==> config.mk <==
export PLATFORM = sky130hd
export DESIGN_NAME = motion_sleep_classifier
export DESIGN_NICKNAME = d
export VERILOG_FILES = /design/src/hw/rtl/msc_pkg.sv /design/src/hw/rtl/motion_sleep_classifier.sv /design/src/hw/rtl/msc_state.sv
export SDC_FILE = /design/constraint.sdc
export NUM_CORES = 1
export LEC_CHECK = 0
export ABC_AREA = 1
export BUFFER_PORTS_ARGS = -buffer_cell sky130_fd_sc_hd__buf_2
export CAP_MARGIN = 20
export CORE_AREA = 2 2 136 237
export CTS_BUF_LIST = sky130_fd_sc_hd__clkbuf_16
export CTS_CLUSTER_DIAMETER = 30
export DETAILED_ROUTE_END_ITERATION = 7
export DIE_AREA = 0 0 138 239
export PLACE_DENSITY = 0.82
export SYNTH_ARGS = -nofsm -noshare
export SYNTH_HDL_FRONTEND = slang
export SYNTH_HIERARCHICAL = 1
export SYNTH_SLANG_ARGS = --single-unit
==> constraint.sdc <==
create_clock -name clk_i -period 19.84 [get_ports clk_i]
set_clock_uncertainty 0.2 [all_clocks]
set_input_delay 0.992 -clock clk_i [delete_from_list [all_inputs] [get_ports clk_i]]
set_output_delay 0.992 -clock clk_i [all_outputs]
set_load 0.02 [all_outputs]
==> src/hw/rtl/msc_pkg.sv <==
// Shared types and constants for the motion sleep classifier.
// No dependencies; imported by msc_state and motion_sleep_classifier.

package msc_pkg;

  localparam int unsigned AccelW  = 16;
  localparam int unsigned StepW   = 16;
  localparam int unsigned HourW   = 5;
  localparam int unsigned MinuteW = 6;
  localparam int unsigned CountW  = 16;
  localparam int unsigned MagW    = 17;
  localparam int unsigned SumW    = 18;
  localparam int unsigned PhaseW  = 6;
  localparam int unsigned CfgAddrW = 2;
  localparam int unsigned CfgDataW = 16;

  localparam logic [MagW-1:0]    StillThreshold   = MagW'(120);
  localparam logic [CountW-1:0]  SecondsPerMinute = CountW'(60);
  localparam logic [CountW-1:0]  DeepStillSeconds = CountW'(60 * 10);
  localparam logic [PhaseW-1:0]  PhaseLast        = PhaseW'(60 - 1);

  localparam logic [HourW-1:0] WinStartReset = HourW'(20);
  localparam logic [HourW-1:0] WinEndReset   = HourW'(8);

  // register indexes on the config port
  localparam logic [CfgAddrW-1:0] RegWinStart     = 2'd0;
  localparam logic [CfgAddrW-1:0] RegWinEnd       = 2'd1;
  localparam logic [CfgAddrW-1:0] RegCarriedLight = 2'd2;
  localparam logic [CfgAddrW-1:0] RegCarriedDeep  = 2'd3;

  typedef struct packed {
    logic                       wearing;
    logic                       charging;
    logic [MinuteW-1:0]         minute;
    logic [HourW-1:0]           hour;
    logic [StepW-1:0]           step_count;
    logic signed [AccelW-1:0]   accel_z;
    logic signed [AccelW-1:0]   accel_y;
    logic signed [AccelW-1:0]   accel_x;
  } sample_t;

  typedef struct packed {
    logic              skipped;
    logic              record_saved;
    logic [CountW-1:0] deep_total;
    logic [CountW-1:0] light_total;
  } result_t;

  typedef struct packed {
    logic                we;
    logic [CfgAddrW-1:0] addr;
    logic [CfgDataW-1:0] wdata;
  } cfg_wr_t;

endpackage

==> src/hw/rtl/motion_sleep_classifier.sv <==
// Motion sleep classifier top level: input register, update logic, result register.
// Depends on msc_pkg and msc_state.
//
// Usage:
//   Slave stream s_axis carries one sample per request: tdata holds the axes, step
//   total, hour and minute; tuser holds the charging and wearing flags. Master stream
//   m_axis returns exactly one result per sample: the light and deep totals in tdata,
//   record_saved and skipped in tuser.
//   The config port writes one register per cycle with cfg_we_i; write only while no
//   sample is in flight. There is no read-back.
//   A sample goes through the input register, then the result register, to m_axis.
//   Throughput: one sample per cycle while the receiver takes results; the state
//   update is combinational between the input register and the result register.
//   When the receiver stalls, the result register holds its request and the input
//   register fills; s_axis_tready drops only when both are full, and nothing is lost.
//   Reset clears all counters and valid flags and loads the window hours 20 and 8 and
//   zero carried totals.

module motion_sleep_classifier
  import msc_pkg::*;
(
  input  logic                clk_i,
  input  logic                rst_ni,
  input  logic                s_axis_tvalid,
  output logic                s_axis_tready,
  // accel_x[15:0], accel_y[31:16], accel_z[47:32], step_count[63:48],
  // hour[68:64], minute[74:69], zero fill [79:75]
  input  logic [79:0]         s_axis_tdata,
  // charging[0], wearing[1]
  input  logic [1:0]          s_axis_tuser,
  output logic                m_axis_tvalid,
  input  logic                m_axis_tready,
  // light_total[15:0], deep_total[31:16]
  output logic [31:0]         m_axis_tdata,
  // record_saved[0], skipped[1]
  output logic [1:0]          m_axis_tuser,
  input  logic                cfg_we_i,
  input  logic [CfgAddrW-1:0] cfg_addr_i,
  input  logic [CfgDataW-1:0] cfg_wdata_i
);

  logic    in_vld_q, out_vld_q;
  sample_t in_q;
  result_t out_q, result;
  logic    out_rdy, adv, in_take;
  cfg_wr_t cfg;

  assign out_rdy       = !out_vld_q || m_axis_tready;
  assign adv           = in_vld_q && out_rdy;
  assign s_axis_tready = !in_vld_q || out_rdy;
  assign in_take       = s_axis_tvalid && s_axis_tready;

  assign cfg.we    = cfg_we_i;
  assign cfg.addr  = cfg_addr_i;
  assign cfg.wdata = cfg_wdata_i;

  msc_state u_state (
    .clk_i    (clk_i),
    .rst_ni   (rst_ni),
    .cfg_i    (cfg),
    .adv_i    (adv),
    .sample_i (in_q),
    .result_o (result)
  );

  always_ff @(posedge clk_i or negedge rst_ni) begin
    if (!rst_ni) begin
      in_vld_q  <= 1'b0;
      out_vld_q <= 1'b0;
    end else begin
      if (s_axis_tready) begin
        in_vld_q <= s_axis_tvalid;
      end
      if (out_rdy) begin
        out_vld_q <= in_vld_q;
      end
    end
  end

  always_ff @(posedge clk_i) begin
    if (in_take) begin
      in_q.accel_x    <= s_axis_tdata[15:0];
      in_q.accel_y    <= s_axis_tdata[31:16];
      in_q.accel_z    <= s_axis_tdata[47:32];
      in_q.step_count <= s_axis_tdata[63:48];
      in_q.hour       <= s_axis_tdata[68:64];
      in_q.minute     <= s_axis_tdata[74:69];
      in_q.charging   <= s_axis_tuser[0];
      in_q.wearing    <= s_axis_tuser[1];
    end
    if (adv) begin
      out_q <= result;
    end
  end

  assign m_axis_tvalid = out_vld_q;
  assign m_axis_tdata  = {out_q.deep_total, out_q.light_total};
  assign m_axis_tuser  = {out_q.skipped, out_q.record_saved};

endmodule

==> src/hw/rtl/msc_state.sv <==
// Classifier state, config registers and the per-sample update logic.
// Depends on msc_pkg.

module msc_state
  import msc_pkg::*;
(
  input  logic    clk_i,
  input  logic    rst_ni,
  input  cfg_wr_t cfg_i,
  input  logic    adv_i,     // sample consumed this cycle, commit state
  input  sample_t sample_i,
  output result_t result_o
);

  logic [HourW-1:0]  win_start_q, win_start_d;
  logic [HourW-1:0]  win_end_q, win_end_d;
  logic [CountW-1:0] carried_light_q, carried_light_d;
  logic [CountW-1:0] carried_deep_q, carried_deep_d;
  logic              carry_cleared_q, carry_cleared_d;

  logic [MagW-1:0]   last_mag_q, last_mag_d;
  logic [CountW-1:0] still_q, still_d;
  logic [PhaseW-1:0] phase_q, phase_d;
  logic [StepW-1:0]  prev_steps_q, prev_steps_d;
  logic              armed_q, armed_d;
  logic [CountW-1:0] light_min_q, light_min_d;
  logic [CountW-1:0] deep_min_q, deep_min_d;
  logic [CountW-1:0] light_sum_q, light_sum_d;
  logic [CountW-1:0] deep_sum_q, deep_sum_d;

  logic signed [SumW-1:0] axis_sum;
  logic [SumW-1:0]        axis_abs;
  logic [MagW-1:0]        mag, mag_diff;
  logic [CountW-1:0]      still_nx;
  logic                   skip, in_window, win_open, sleep_min, do_clear;
  logic [CountW-1:0]      cl, cd, light_inc, deep_inc;

  always_comb begin
    axis_sum = SumW'(sample_i.accel_x) + SumW'(sample_i.accel_y) + SumW'(sample_i.accel_z);
    axis_abs = axis_sum[SumW-1] ? -axis_sum : axis_sum;
    mag      = axis_abs[MagW-1:0];
    mag_diff = (last_mag_q > mag) ? (last_mag_q - mag) : (mag - last_mag_q);
    still_nx = (mag_diff >= StillThreshold) ? '0 : still_q + CountW'(1);

    skip      = sample_i.charging | ~sample_i.wearing;
    in_window = (phase_q == '0) &&
                ((sample_i.hour >= win_start_q) || (sample_i.hour < win_end_q));
    win_open  = (sample_i.hour == win_start_q) && (sample_i.minute == '0);
    do_clear  = in_window && win_open && armed_q;
    sleep_min = in_window && !win_open && (prev_steps_q == sample_i.step_count) &&
                (still_nx >= SecondsPerMinute);

    cl = carry_cleared_q ? '0 : carried_light_q;
    cd = carry_cleared_q ? '0 : carried_deep_q;
    light_inc = light_min_q;
    deep_inc  = deep_min_q;
    if (still_nx >= DeepStillSeconds) begin
      deep_inc = deep_min_q + CountW'(1);
    end else begin
      light_inc = light_min_q + CountW'(1);
    end
  end

  always_comb begin
    win_start_d     = win_start_q;
    win_end_d       = win_end_q;
    carried_light_d = carried_light_q;
    carried_deep_d  = carried_deep_q;
    carry_cleared_d = carry_cleared_q;
    last_mag_d      = last_mag_q;
    still_d         = still_q;
    phase_d         = phase_q;
    prev_steps_d    = prev_steps_q;
    armed_d         = armed_q;
    light_min_d     = light_min_q;
    deep_min_d      = deep_min_q;
    light_sum_d     = light_sum_q;
    deep_sum_d      = deep_sum_q;

    if (cfg_i.we) begin
      unique case (cfg_i.addr)
        RegWinStart: win_start_d = cfg_i.wdata[HourW-1:0];
        RegWinEnd:   win_end_d   = cfg_i.wdata[HourW-1:0];
        RegCarriedLight: begin
          carried_light_d = cfg_i.wdata;
          carry_cleared_d = 1'b0;
        end
        RegCarriedDeep: begin
          carried_deep_d  = cfg_i.wdata;
          carry_cleared_d = 1'b0;
        end
        default: ;
      endcase
    end

    if (adv_i && !skip) begin
      still_d      = still_nx;
      last_mag_d   = mag;
      phase_d      = (phase_q >= PhaseLast) ? '0 : phase_q + PhaseW'(1);
      prev_steps_d = sample_i.step_count;
      if (in_window && !win_open) begin
        armed_d = 1'b1;
      end
      if (do_clear) begin
        armed_d         = 1'b0;
        last_mag_d      = '0;
        still_d         = '0;
        light_min_d     = '0;
        deep_min_d      = '0;
        light_sum_d     = '0;
        deep_sum_d      = '0;
        carried_light_d = '0;
        carried_deep_d  = '0;
        carry_cleared_d = 1'b1;
      end
      if (sleep_min) begin
        light_min_d = light_inc;
        deep_min_d  = deep_inc;
        light_sum_d = light_inc + cl;
        deep_sum_d  = deep_inc + cd;
      end
    end
  end

  always_comb begin
    result_o.skipped      = skip;
    result_o.record_saved = !skip && (do_clear || sleep_min);
    result_o.light_total  = skip ? light_sum_q : light_sum_d;
    result_o.deep_total   = skip ? deep_sum_q : deep_sum_d;
  end

  always_ff @(posedge clk_i or negedge rst_ni) begin
    if (!rst_ni) begin
      win_start_q     <= WinStartReset;
      win_end_q       <= WinEndReset;
      carried_light_q <= '0;
      carried_deep_q  <= '0;
      carry_cleared_q <= 1'b0;
      last_mag_q      <= '0;
      still_q         <= '0;
      phase_q         <= '0;
      prev_steps_q    <= '0;
      armed_q         <= 1'b0;
      light_min_q     <= '0;
      deep_min_q      <= '0;
      light_sum_q     <= '0;
      deep_sum_q      <= '0;
    end else begin
      win_start_q     <= win_start_d;
      win_end_q       <= win_end_d;
      carried_light_q <= carried_light_d;
      carried_deep_q  <= carried_deep_d;
      carry_cleared_q <= carry_cleared_d;
      last_mag_q      <= last_mag_d;
      still_q         <= still_d;
      phase_q         <= phase_d;
      prev_steps_q    <= prev_steps_d;
      armed_q         <= armed_d;
      light_min_q     <= light_min_d;
      deep_min_q      <= deep_min_d;
      light_sum_q     <= light_sum_d;
      deep_sum_q      <= deep_sum_d;
    end
  end

  // phase counts 0..59 only
  a_phase_range: assert property (@(posedge clk_i) disable iff (!rst_ni)
    phase_q <= PhaseLast)
    else $error("second phase out of range");

  // an ignored sample leaves the tracking state alone
  a_skip_hold: assert property (@(posedge clk_i) disable iff (!rst_ni)
    adv_i && skip && !cfg_i.we |=> $stable(still_q) && $stable(phase_q) &&
    $stable(light_sum_q) && $stable(deep_sum_q) && $stable(armed_q))
    else $error("state changed on skipped sample");

  // window opening leaves all totals at zero and disarms
  a_clear_zero: assert property (@(posedge clk_i) disable iff (!rst_ni)
    adv_i && !skip && do_clear |=> light_sum_q == '0 && deep_sum_q == '0 &&
    !armed_q && carry_cleared_q)
    else $error("window opening did not clear counters");

  // a counted minute bumps exactly one of the two minute counters
  a_one_bump: assert property (@(posedge clk_i) disable iff (!rst_ni)
    adv_i && !skip && sleep_min |=>
    (light_min_q != $past(light_min_q)) != (deep_min_q != $past(deep_min_q)))
    else $error("sleep minute not counted once");

endmodule
==> metrics.txt <==
# TYPE chip_impl_metric gauge
chip_impl_metric{name="flow.area_growth_from_synthesis",unit="%"} 13.7
chip_impl_metric{name="cts-buffers-inserted",unit=""} 38
chip_impl_metric{name="all_layer_gr_usage",unit="%"} 26.9
chip_impl_info{name="synth.area.top_cells",value="sky130_fd_sc_hd__dfrtp_1 24%, sky130_fd_sc_hd__edfxtp_1 19%, sky130_fd_sc_hd__nand2_1 12%, sky130_fd_sc_hd__inv_1 7.5%, sky130_fd_sc_hd__ha_1 7.2%"} 1
chip_impl_metric{name="synth_enable_flop_cells",unit=""} 111
chip_impl_metric{name="final.min_clock_period",unit="ns"} 11.00
chip_impl_info{name="cp_common_cell",value="sky130_fd_sc_hd__nand2_1"} 1
chip_impl_metric{name="overflow",unit=""} 0
chip_impl_metric{name="final.fill_count",unit=""} 2610
chip_impl_metric{name="final.hold.worst_slack",unit="ns"} 0.287
chip_impl_info{name="layout_common_cells",value="556 x sky130_fd_sc_hd__nand2_1, 342 x sky130_fd_sc_hd__inv_1, 162 x sky130_fd_sc_hd__dfrtp_1"} 1
chip_impl_metric{name="number_of_standard_cells_after_synthesis",unit=""} 2100
chip_impl_metric{name="avg_synthesized_cell_area",unit="um^2"} 8.15
chip_impl_metric{name="ir_worst_vdd",unit="uV"} 122
chip_impl_info{name="cts_tree",value="built"} 1
chip_impl_metric{name="ios",unit=""} 141
chip_impl_info{name="synth_top_area_cell",value="sky130_fd_sc_hd__dfrtp_1"} 1
chip_impl_metric{name="avgViaCountPerCell",unit=""} 5.47
chip_impl_metric{name="avgRoutedWirePerCell",unit="um"} 16.5
chip_impl_info{name="cp_slowest_cell",value="sky130_fd_sc_hd__a21oi_2"} 1
chip_impl_metric{name="effective_utilization_at_floorplan",unit="%"} 54.8
chip_impl_metric{name="worst-endpoint-required",unit="ns"} 19.92
chip_impl_metric{name="final-instance-count-excl-fill",unit=""} 2661
chip_impl_info{name="layout_commonest_cell",value="sky130_fd_sc_hd__nand2_1"} 1
chip_impl_metric{name="drc_viols",unit=""} 0
chip_impl_metric{name="clk-insertion-delay-late",unit="ns"} 0.54
chip_impl_metric{name="ys_warn_count",unit=""} 6
chip_impl_metric{name="min_path_cells",unit=""} 2
chip_impl_info{name="status",value="finished, final reports clean"} 1
chip_impl_metric{name="timing_max_transition_violations_final",unit=""} 0
chip_impl_metric{name="worst_r2r_path_depth",unit=""} 59
chip_impl_metric{name="hold_buffers",unit=""} 0
chip_impl_metric{name="worst-path-max-fanout",unit=""} 23
chip_impl_info{name="timing.rr.end",value="m_axis_tdata[29]"} 1
chip_impl_metric{name="antenna_found_initial",unit=""} 2
chip_impl_metric{name="die_y",unit="um"} 239
chip_impl_metric{name="post_route_antenna_net_violation_count",unit=""} 0
chip_impl_metric{name="final_min_period_over_clock_period",unit="%"} 55.4
chip_impl_info{name="hold_path_end",value="u_state/carry_cleared_q"} 1
chip_impl_metric{name="floorplan.core_area",unit="mm^2"} 0.0312
chip_impl_info{name="setup.worst_path.class",value="reg2reg"} 1
chip_impl_metric{name="first_global_vias",unit=""} 15000
chip_impl_metric{name="clock_tree.buffer_depth",unit=""} 3
chip_impl_metric{name="post-dp-hpwl",unit="mm"} 32.3
chip_impl_metric{name="syn-num-nets",unit=""} 2324
chip_impl_info{name="worst_setup_path_start_kind",value="flop"} 1
chip_impl_metric{name="sequential_cell_area",unit="mm^2"} 0.00747
chip_impl_metric{name="async_reset_ff_share",unit="%"} 59.8
chip_impl_metric{name="global_route_wire_length_before_repair",unit="mm"} 72.0
chip_impl_metric{name="drt-pass1-iter-count",unit=""} 7
chip_impl_metric{name="pin_count_of_the_biggest_net_entering_global_routing",unit=""} 92
chip_impl_metric{name="clkTransAtPathRegs",unit="ns"} 0.06
chip_impl_info{name="worst_min_delay_path_startpoint",value="u_state/carry_cleared_q"} 1
chip_impl_metric{name="number_of_placement_rows",unit=""} 86
chip_impl_metric{name="dr_total_vias",unit=""} 14500
chip_impl_metric{name="cts_sinks",unit=""} 276
chip_impl_info{name="ys_dominant_reg_cell",value="sky130_fd_sc_hd__dfrtp_1"} 1
chip_impl_metric{name="cap_violations",unit=""} 0
chip_impl_metric{name="portBuffers",unit=""} 135
chip_impl_metric{name="critical_path_arrival",unit="ns"} 11.08
chip_impl_metric{name="utilization",unit="%"} 62.3
chip_impl_metric{name="synth_seq_area_share",unit="%"} 43.6
chip_impl_metric{name="design_area",unit="mm^2"} 0.0194
chip_impl_metric{name="dpl.cell_count",unit=""} 2587
chip_impl_metric{name="h_tree_depth",unit=""} 2
chip_impl_metric{name="totalNegativeSetupSlack",unit="ns"} 0
chip_impl_metric{name="cts_repair_resize_count",unit=""} 0
chip_impl_metric{name="die_area",unit="mm^2"} 0.0330
chip_impl_metric{name="power.leakage",unit="uW"} 0.00980
chip_impl_metric{name="fin_nets",unit=""} 2457
chip_impl_metric{name="synth_top_area_share",unit="%"} 23.7
chip_impl_info{name="cp-end-kind",value="flop"} 1
chip_impl_metric{name="routed_wl",unit="mm"} 43.9
chip_impl_info{name="hp-class",value="reg2reg"} 1
chip_impl_metric{name="post_synth_instance_area",unit="mm^2"} 0.0171
chip_impl_metric{name="multiInputGateArea",unit="mm^2"} 0.00807
chip_impl_metric{name="cts.repair_timing.setup_buffer_count",unit=""} 0
chip_impl_info{name="clock_tree.root_cell",value="sky130_fd_sc_hd__clkbuf_16"} 1
chip_impl_metric{name="count_of_routing_violations_after_the_opening_detailed_route_iteration",unit=""} 910
chip_impl_metric{name="timing.max_slew.rel_slack",unit="%"} 32.5
chip_impl_metric{name="pwr_density_cell",unit="mW/mm^2"} 130
chip_impl_metric{name="gp_routability_congestion",unit=""} 0.965
chip_impl_metric{name="achievable-frequency",unit="MHz"} 90.9
chip_impl_metric{name="drive_gt1_share",unit="%"} 11.8
chip_impl_metric{name="timing_worst_slew_pin_value",unit="ns"} 1.01
chip_impl_info{name="reg2reg_from",value="in_q[1]"} 1
chip_impl_metric{name="hold_viol_final",unit=""} 0
chip_impl_metric{name="reg2reg_slack",unit="ns"} 8.84
chip_impl_metric{name="fp.dieW",unit="um"} 138
chip_impl_info{name="rsz0062_at_grt",value="no"} 1
chip_impl_metric{name="number_of_storage_elements_in_the_synthesis_netlist",unit=""} 276
chip_impl_metric{name="synth.lib_cells_used.distinct",unit=""} 51
chip_impl_metric{name="post_dp_cell_area",unit="mm^2"} 0.0181
chip_impl_metric{name="critPathMaxStageDelay",unit="ns"} 0.75
chip_impl_metric{name="setup_viol",unit=""} 0
sequential cells by signal, indices dropped and copies added, names as in the netlist, 2 cells and up:
| register | flops |
|---|---|
| u_state/carried_light_q | 16 |
| u_state/win_start_q | 5 |
| m_axis_tdata | 32 |
| u_state/light_sum_q | 16 |
| u_state/light_min_q | 16 |
| u_state/last_mag_q | 17 |
| u_state/still_q | 16 |
| u_state/deep_sum_q | 16 |
| u_state/deep_min_q | 16 |
| u_state/win_end_q | 5 |
| u_state/phase_q | 6 |
| u_state/prev_steps_q | 16 |
| m_axis_tuser | 2 |
| u_state/carried_deep_q | 16 |
| in_q | 77 |
area by class of cell:
| class | instances | share of cell area, % |
|---|---|---|
| tap | 396 | 2.55 |
| sequential | 276 | 38.4 |
| multi-input combinational | 1422 | 41.5 |
| timing repair buffer | 146 | 4.01 |
| clock buffer | 40 | 5.15 |
| antenna | 2 | 0.0257 |
| inverter | 349 | 6.77 |
| clock inverter | 30 | 1.63 |
how the worst max path moves through the flow:
stage	startpoint	endpoint	slack (ns)	cells past startpoint
after detailed placement	in_q[1]	m_axis_tdata[29]	9.26	59
after floorplan	in_q[1]	m_axis_tdata[14]	11.37	63
after CTS	in_q[1]	m_axis_tdata[29]	9.10	59
after global placement	in_q[1]	m_axis_tdata[29]	9.52	58
final	in_q[1]	m_axis_tdata[29]	8.84	59
after global routing	in_q[1]	m_axis_tdata[29]	7.83	58
Yosys cell counts (all sizes together), types with 30 or more instances:
library cell / n
a21oi: 68
clkbuf: 30
dfrtp: 162
edfxtp: 111
ha: 98
inv: 348
nand2: 562
nand3: 154
nor2: 127
o211ai: 32
o21ai: 152
xor2: 57
logic make-up after synthesis:
kind of cell / count (synthesis) / share of synthesized area (%)
buffers and inverters: 402 / 9.26
adder cells (fa/ha/maj): 119 / 9.63
AND/OR/NAND/NOR: 922 / 23.3
flip-flops: 276 / 43.6
XOR/XNOR: 83 / 4.25
AO/OA/AOI/OAI: 298 / 9.94
routing by layer:
metal / vias up / routed length (um) / global-route usage [%]
met1: 6919 / 15500 / 26.7
met5: - / 0 / 0
met3: 136 / 1450 / 2.94
met2: 397 / 24800 / 54.1
met4: 0 / 2200 / 13.7
li1: 7091 / - / -
critical path, delay by kind of cell (launching register included):
| kind | cells | cell delay (ns) |
|---|---|---|
| DFF | 1 | 0.39 |
| buffers and inverters | 5 | 0.82 |
| and+or+nand+nor | 34 | 3.62 |
| xor gates and xnor gates | 1 | 0.18 |
| AOI/OAI and AO/OA | 14 | 3.67 |
| adders and majority gates | 5 | 1.83 |
report_power, final:
part | total [uW] | internal, uW | switching [uW]
clock | 697 | 418 | 280
combinational | 1150 | 373 | 773
sequential | 690 | 656 | 34.0
metrics by stage:
step                total power, uW  setup WS (ns)
CTS                            2540           9.10
global route                   2730           7.83
global placement               1800           9.52
finish                         2530           8.84
floorplan                      1530          11.37
detailed placement             1830           9.26
(Power assumes the default switching activity.)
